### src/design/bbpe_pkg.sv
// Shared types, constants and helpers for the bicubic Bezier patch evaluator.
// Used by bbpe_ctrl, bbpe_datapath and the top level; depends on nothing.
`timescale 1ns / 1ps

package bbpe_pkg;

   localparam int COORD_W = 32;
   localparam int FRAC_W  = 16;
   localparam int PARAM_W = FRAC_W + 1;
   // derivative values reach 3x a coordinate difference
   localparam int WORK_W  = COORD_W + 4;
   localparam int DIFF_W  = WORK_W + 1;
   localparam int PROD_W  = DIFF_W + PARAM_W + 1;
   localparam int AXES    = 3;

   localparam logic [1:0] OP_LOAD = 2'd0;
   localparam logic [1:0] OP_POS  = 2'd1;
   localparam logic [1:0] OP_DU   = 2'd2;
   localparam logic [1:0] OP_DV   = 2'd3;

   localparam logic [PARAM_W-1:0] PARAM_ONE = PARAM_W'(1) << FRAC_W;

   typedef logic signed [COORD_W-1:0] coord_type;
   typedef logic signed [WORK_W-1:0]  work_type;
   typedef logic [PARAM_W-1:0]        param_type;

   typedef struct packed {
      logic       write;      // store control point from request
      logic       capture;    // latch u and v
      logic       row_load;   // fill work regs from one control row
      logic       v_load;     // fill work regs from row results
      logic       diff;       // replace points by 3*(p[i+1]-p[i])
      logic [1:0] row;
      logic       lerp;
      logic [1:0] lerp_idx;
      logic       use_v;
      logic       store_row;
      logic       out_load;
   } cmd_type;

   // level order of de Casteljau pairs: cubic 0,1,2,0,1,0 / quadratic 0,1,0
   function automatic logic [1:0] lerp_index(input logic [2:0] step, input logic quad);
      logic [1:0] idx;
      if (quad) begin
         idx = (step == 3'd1) ? 2'd1 : 2'd0;
      end else begin
         case (step)
            3'd1, 3'd4: idx = 2'd1;
            3'd2:       idx = 2'd2;
            default:    idx = 2'd0;
         endcase
      end
      return idx;
   endfunction

   function automatic work_type triple_diff(input work_type a, input work_type b);
      logic signed [WORK_W+1:0] d;
      d = (WORK_W+2)'(b) - (WORK_W+2)'(a);
      d = d + (d <<< 1);
      return d[WORK_W-1:0];
   endfunction

   function automatic param_type clamp_param(input param_type p);
      return (p > PARAM_ONE) ? PARAM_ONE : p;
   endfunction

endpackage

### src/design/bbpe_ctrl.sv
// Sequencer for the patch evaluator: request/response handshake and the
// row / column de Casteljau schedule. Depends on bbpe_pkg.
`timescale 1ns / 1ps

module bbpe_ctrl (
   input  logic             clock,
   input  logic             reset,
   input  logic             req_tvalid,
   output logic             req_tready,
   input  logic [1:0]       req_op,
   output logic             rsp_tvalid,
   input  logic             rsp_tready,
   output bbpe_pkg::cmd_type cmd
);

   localparam logic [2:0] S_IDLE  = 3'd0;
   localparam logic [2:0] S_RLOAD = 3'd1;
   localparam logic [2:0] S_RLERP = 3'd2;
   localparam logic [2:0] S_VLOAD = 3'd3;
   localparam logic [2:0] S_VLERP = 3'd4;
   localparam logic [2:0] S_DONE  = 3'd5;

   logic [2:0] state_ff, state_in;
   logic [1:0] row_ff, row_in;
   logic [2:0] step_ff, step_in;
   logic [1:0] mode_ff, mode_in;
   logic       rsp_valid_ff, rsp_valid_in;
   logic       quad_u, quad_v, last_step;

   assign quad_u     = (mode_ff == bbpe_pkg::OP_DU);
   assign quad_v     = (mode_ff == bbpe_pkg::OP_DV);
   assign req_tready = (state_ff == S_IDLE);
   assign rsp_tvalid = rsp_valid_ff;

   always_comb begin
      state_in     = state_ff;
      row_in       = row_ff;
      step_in      = step_ff;
      mode_in      = mode_ff;
      rsp_valid_in = rsp_valid_ff && !rsp_tready;
      cmd          = '0;
      cmd.row      = row_ff;
      last_step    = 1'b0;
      case (state_ff)
         S_IDLE: begin
            if (req_tvalid) begin
               if (req_op == bbpe_pkg::OP_LOAD) begin
                  cmd.write = 1'b1;
               end else begin
                  cmd.capture = 1'b1;
                  mode_in     = req_op;
                  row_in      = 2'd0;
                  state_in    = S_RLOAD;
               end
            end
         end
         S_RLOAD: begin
            cmd.row_load = 1'b1;
            cmd.diff     = quad_u;
            step_in      = 3'd0;
            state_in     = S_RLERP;
         end
         S_RLERP: begin
            last_step     = (step_ff == (quad_u ? 3'd2 : 3'd5));
            cmd.lerp      = 1'b1;
            cmd.lerp_idx  = bbpe_pkg::lerp_index(step_ff, quad_u);
            cmd.store_row = last_step;
            step_in       = step_ff + 3'd1;
            if (last_step) begin
               row_in   = row_ff + 2'd1;
               state_in = (row_ff == 2'd3) ? S_VLOAD : S_RLOAD;
            end
         end
         S_VLOAD: begin
            cmd.v_load = 1'b1;
            cmd.diff   = quad_v;
            step_in    = 3'd0;
            state_in   = S_VLERP;
         end
         S_VLERP: begin
            last_step    = (step_ff == (quad_v ? 3'd2 : 3'd5));
            cmd.lerp     = 1'b1;
            cmd.use_v    = 1'b1;
            cmd.lerp_idx = bbpe_pkg::lerp_index(step_ff, quad_v);
            step_in      = step_ff + 3'd1;
            if (last_step) begin
               state_in = S_DONE;
            end
         end
         S_DONE: begin
            // wait for the output register to free up
            if (!rsp_valid_ff || rsp_tready) begin
               cmd.out_load = 1'b1;
               rsp_valid_in = 1'b1;
               state_in     = S_IDLE;
            end
         end
         default: begin
            state_in = S_IDLE;
         end
      endcase
   end

   always_ff @(posedge clock) begin
      if (reset) begin
         state_ff     <= S_IDLE;
         row_ff       <= 2'd0;
         step_ff      <= 3'd0;
         mode_ff      <= bbpe_pkg::OP_POS;
         rsp_valid_ff <= 1'b0;
      end else begin
         state_ff     <= state_in;
         row_ff       <= row_in;
         step_ff      <= step_in;
         mode_ff      <= mode_in;
         rsp_valid_ff <= rsp_valid_in;
      end
   end

endmodule

### config.mk
export PLATFORM = sky130hd
export DESIGN_NAME = bbpe_ctrl
export DESIGN_NICKNAME = d
export VERILOG_FILES = /design/src/design/bbpe_pkg.sv /design/src/design/bbpe_ctrl.sv
export SDC_FILE = /design/constraint.sdc
export NUM_CORES = 1
export LEC_CHECK = 0
export BUFFER_PORTS_ARGS = -buffer_cell sky130_fd_sc_hd__buf_2
export CORE_MARGIN = 5
export CORE_UTILIZATION = 49
export CTS_CLUSTER_SIZE = 16
export DETAILED_ROUTE_END_ITERATION = 8
export GPL_ROUTABILITY_DRIVEN = 0
export PLACE_DENSITY = 0.74
export SLEW_MARGIN = 40
export SYNTH_ARGS = -nofsm -noshare
export SYNTH_HDL_FRONTEND = slang
export SYNTH_SLANG_ARGS = --single-unit
### constraint.sdc
create_clock -name clock -period 2.3 [get_ports clock]
set_clock_uncertainty 0.15 [all_clocks]
set_input_delay 0 -clock clock [delete_from_list [all_inputs] [get_ports clock]]
set_output_delay 0 -clock clock [all_outputs]
set_load 0.1 [all_outputs]
; ---- Yosys cells after proc, flatten, opt, wreduce, memory -nomap -nowiden
; Cells that the tools add are included.
[op_classes]
addsub = 2
n_eq_ne = 18
muxes = 32
bitwise_logic = 1
reduce_logical = 14
[ops]
columns = operator, n
row1 = $mux W3, 7
row2 = $pmux W3 S6, 1
row3 = $mux W2, 8
row4 = $pmux W3 S2, 2
row5 = $mux W1, 11
row6 = $ne A2 B2 Y1 const B, 5
row7 = $eq A3 B2 Y1 const B, 3
row8 = $eq A3 B3 Y1 const B, 3
row9 = $pmux W2 S2, 2
row10 = $eq A2 B2 Y1 const B, 3
row11 = $eq A3 B1 Y1 const B, 2
row12 = $eq A3 B3 Y1, 2
row13 = $reduce_or A2 Y1, 3
row14 = $reduce_and A5 Y1, 1
row15 = $reduce_and A4 Y1, 1
row16 = $reduce_bool A2 Y1, 2
row17 = $add A3 B1 Y3 const B, 1
row18 = $logic_not A3 Y1, 1
row19 = $reduce_and A3 Y1, 1
row20 = $add A2 B1 Y2 const B, 1
row21 = $logic_not A1 Y1, 2
row22 = $logic_not A2 Y1, 1
row23 = $pmux W1 S2, 1
row24 = $logic_and A1 B1 Y1, 1
row25 = other kinds (2), 2
[totals]
reg_bits = 11
input_bits = 6
output_inout_bits = 15
word_cells = 72

; ---- Longest topological paths before layout
[depth]
ltp_word = 5
depth_mapped = 6
mapped_depth_nobuf = 6

; ---- Worst setup path before layout
; OpenSTA, ideal clock, no wires.
[synth_path]
path_type = reg-to-output
startpoint = register state_ff[0]
endpoint = output port cmd[8] (netlist name)
arrival_time_ns = 4.529
slack_ns = -2.379
stages_incl_launch_ff = 5
n_path_buf = 1
path_cell_list = dfxtp_1 > clkbuf_1 > nor3b_1 > mux2i_1 > nor2b_1
[synth_lines]
columns = item, line_no
row1 = start: declaration, bbpe_ctrl.sv:23  ; logic [2:0] state_ff, state_in;
row2 = start signal: assignment, bbpe_ctrl.sv:112  ; state_ff <= state_in;
row3 = end: declaration, bbpe_ctrl.sv:13  ; output bbpe_pkg::cmd_type cmd

; ---- Final worst setup path
[layout_path]
startpoint = register state_ff[2]
endpoint = register mode_ff[0]
[layout_via]
elab_chain_len = 2
[layout_rtl]
columns = item, line_no
row1 = $logic_not A3 Y1, bbpe_ctrl.sv:44  ; case (state_ff)
row2 = $reduce_and A3 Y1 (no source line), -
row3 = end signal: assignment, bbpe_ctrl.sv:109  ; mode_ff <= bbpe_pkg::OP_POS;
row4 = end signal: assignment, bbpe_ctrl.sv:115  ; mode_ff <= mode_in;
row5 = end: declaration, bbpe_ctrl.sv:26  ; logic [1:0] mode_ff, mode_in;
; No other way between the ends.
; A chain may end at the register's enable or synchronous reset.

==> metrics.yaml <==
synth_xor_area_share_pct: 1.01
cts_buffers: 3
synthSimpleGateAreaFrac_pct: 28.1
syn_to_final_growth_pct: 41.4
fin_nets: 143
hpwlAfterDp_um: 1520
r2r_start: "state_ff[2]"
row_count: 15
synth_adder_area_share_pct: 7.24
wirelength_um: 2280
grt_pass1_vias: 806
p_int_mw: 0.370
yosysWarnings: 0
seq_power_share_pct: 36.3
grt_max_degree: 19
grt-ovfl-total: 0
ys_ff_latch: 11
powerDensity_mw_per_mm2: 563
crit_path_max_fanout: 10
ys.flop_type: "dfxtp_1"
total_power_mw: 0.689
die_width_um: 52.0
die_h_um: 52.0
core-area_mm2: 0.00171
drv_cap: 0
start_util_pct: 50.6
cp.required_ns: 2.31
hold_violations: 0
antenna_found_initial: 0
grt_use_total_pct: 18.9
die_area_mm2: 0.00270
root_buffer: "clkbuf_4"
clkPwrFrac_pct: 20.4
netlist_instances: 106
crit_type: "reg -> reg"
fin_cells: 156
cp-end-kind: "flop"
drv_slew: 0
synth_cell_types: 39
switching_share_pct: 46.3
drt_iter0_markers: 31
placed_cells: 145
synth_edf_count: 0
synth.area.mux_share_pct: 5.21
synth.cell_area_um2: 865
drc: 0
htree_num_levels: 1
grt_pass1_wl_um: 3720
insertion_delay_ns: 0.27
portBuffers: 20
period_needed_ns: 2.05
hold_class: "in -> reg"
rsz0062_at_grt: "false"
setup_viol: 0
yosysTopAreaCellShare_pct: 25.5
peakVddDrop_v: 0.000421
power_switching_mw: 0.319
max_freq_ghz: 0.487
io_pins: 21
rrSetupSlack_ns: 0.25
worstMarginPinSlew_ns: 0.490
r2r-end: "mode_ff[0]"
drive_gt1_share_pct: 33.6
pre_cts_ws_ns: 0.383
viasPerCell: 5.69
synth-seq-area-share_pct: 25.5
hold_path_depth: 5
relSlewSlack_pct: 67.6
status: "finished clean"
synth_top_family_by_area: "simple AND/OR/NAND/NOR gates"
cts_sinks: 11
cts_tree: "done"
async_flop_share_pct: 0
synth-compound-area-share_pct: 24.7
p_leak_nw: 0.510
synth_nets: 117
arrival_ns: 2.07
holdPathEnd: "state_ff[0]"
syn_area_per_cell_um2: 8.16
path_clk_slew_ns: 0.08
num_antenna_cells: 0
ys_top_cells_by_area: "dfxtp_1 25%, ha_1 7.2%, a21oi_1 5.2%"
clk_path_buf_depth: 2
min_from: "req_tvalid"
num_vias: 887
firstDrtPassIters: 4
cp-start-kind: "flop"
period_share_pct: 89.3
post-route-util_pct: 71.6
r2r_cells: 4
synth_top_area_cell: "dfxtp_1"
cp-startpoint: "state_ff[2]"
wl_per_cell_um: 14.6
power_frac_comb_pct: 43.3
setup_slack_ns: 0.245
ant_nets: 0
-- sequential cells by signal, summed over array words and instances, names as in the netlist --
signal      cells
rsp_tvalid      1
row_ff          2
state_ff        3
step_ff         3
mode_ff         2
-- how the worst max path moves through the flow --
| stage | endpoint |
|---|---|
| finish | mode_ff[0] |
| global route | cmd[4] |
| CTS | mode_ff[0] |
| detailed placement | cmd[4] |
| global placement | row_ff[0] |
| floorplan | cmd[4] |
-- routing by layer --
| metal | GRT usage [%] | share of wire [%] | vias to the layer above |
|---|---|---|---|
| met3 | 4.58 | 4.9 | 4 |
| met2 | 31.4 | 49 | 32 |
| met4 | 8.73 | 0.83 | 0 |
| li1 | - | - | 433 |
| met5 | 0 | 0 | - |
| met1 | 22.5 | 45 | 418 |
-- per-stage QoR --
stage | area [um2] | TNS [ns] | hold slack, ns
final | 1220 | 0 | 0.222
after global routing | 1220 | 0 | 0.230
after CTS | 1200 | 0 | 0.211
after detailed placement | 1110 | 0 | 0.139
after global placement | 1110 | 0 | 0.137
after floorplan | 957 | -1.28 | -0.0103
-- cell usage after synthesis, types with 2 or more instances --
cell and count:
a21oi_1 9, a2bb2oi_1 3, buf_6 2, clkbuf_1 6
dfxtp_1 11, ha_1 5, inv_1 5, mux2i_1 3
nand2_1 9, nand2b_1 3, nand3b_1 2, nor2_1 5
nor2b_1 2, nor3_1 3, nor3b_1 4, o211ai_1 2
o21a_1 3, o21ai_0 6, o21bai_1 2, or3b_1 2
-- power by group through the flow --
stage               combinational (mW)  sequential (mW)  clock [mW]
floorplan                        0.270            0.216           0
global placement                 0.278            0.247           0
detailed placement               0.281            0.249           0
CTS                              0.293            0.244       0.139
global route                     0.313            0.254       0.155
finish                           0.298            0.250       0.141
-- what timing repair did --
item,4_1_cts,5_1_grt
hold buffers,7,0
setup endpoints to repair,0,4
gates resized for setup,0,5
setup buffers,0,0
hold endpoints to repair,9,0
-- layout make-up --
cell class                 instances  area [um2]
timing repair buffer              30         253
tap                               25        31.3
inverter                           5        18.8
clock buffer                       4        26.3
multi-input combinational         81         669
sequential                        11         224
fill                             129         485
-- critical path, stage by stage, from the launching register on --
cell and delay, ns:
dfxtp_2 0.41, nor4b_4 0.40, nand2_1 0.12, a221o_1 0.29
dlygate4sd3_1 0.56
-- placed cells by master, fill, tap and decap left out, types with 2 or more instances in the layout --
cell and count:
dfxtp_2 3, buf_2 16, or3b_1 2, clkbuf_4 3, o211ai_1 2, nor3b_4 3
o21a_1 3, nand2_1 8, nand2b_1 2, buf_4 3, dlygate4sd3_1 7, mux2i_1 3
nor3_1 2, inv_1 5, a2bb2oi_1 3, o21bai_1 2, o21ai_0 6, buf_12 4
a21oi_1 9, dfxtp_1 8, nor2_1 3, ha_1 5, nor2_2 2, nand3b_1 2
-- kinds of logic after synthesis --
group | Yosys count
fa+ha+maj | 5
flops | 11
compound gates | 32
simple gates | 39
xor+xnor | 1
buf+inv | 14
mux | 4
Note: power is estimated with default switching activity, not from simulation.
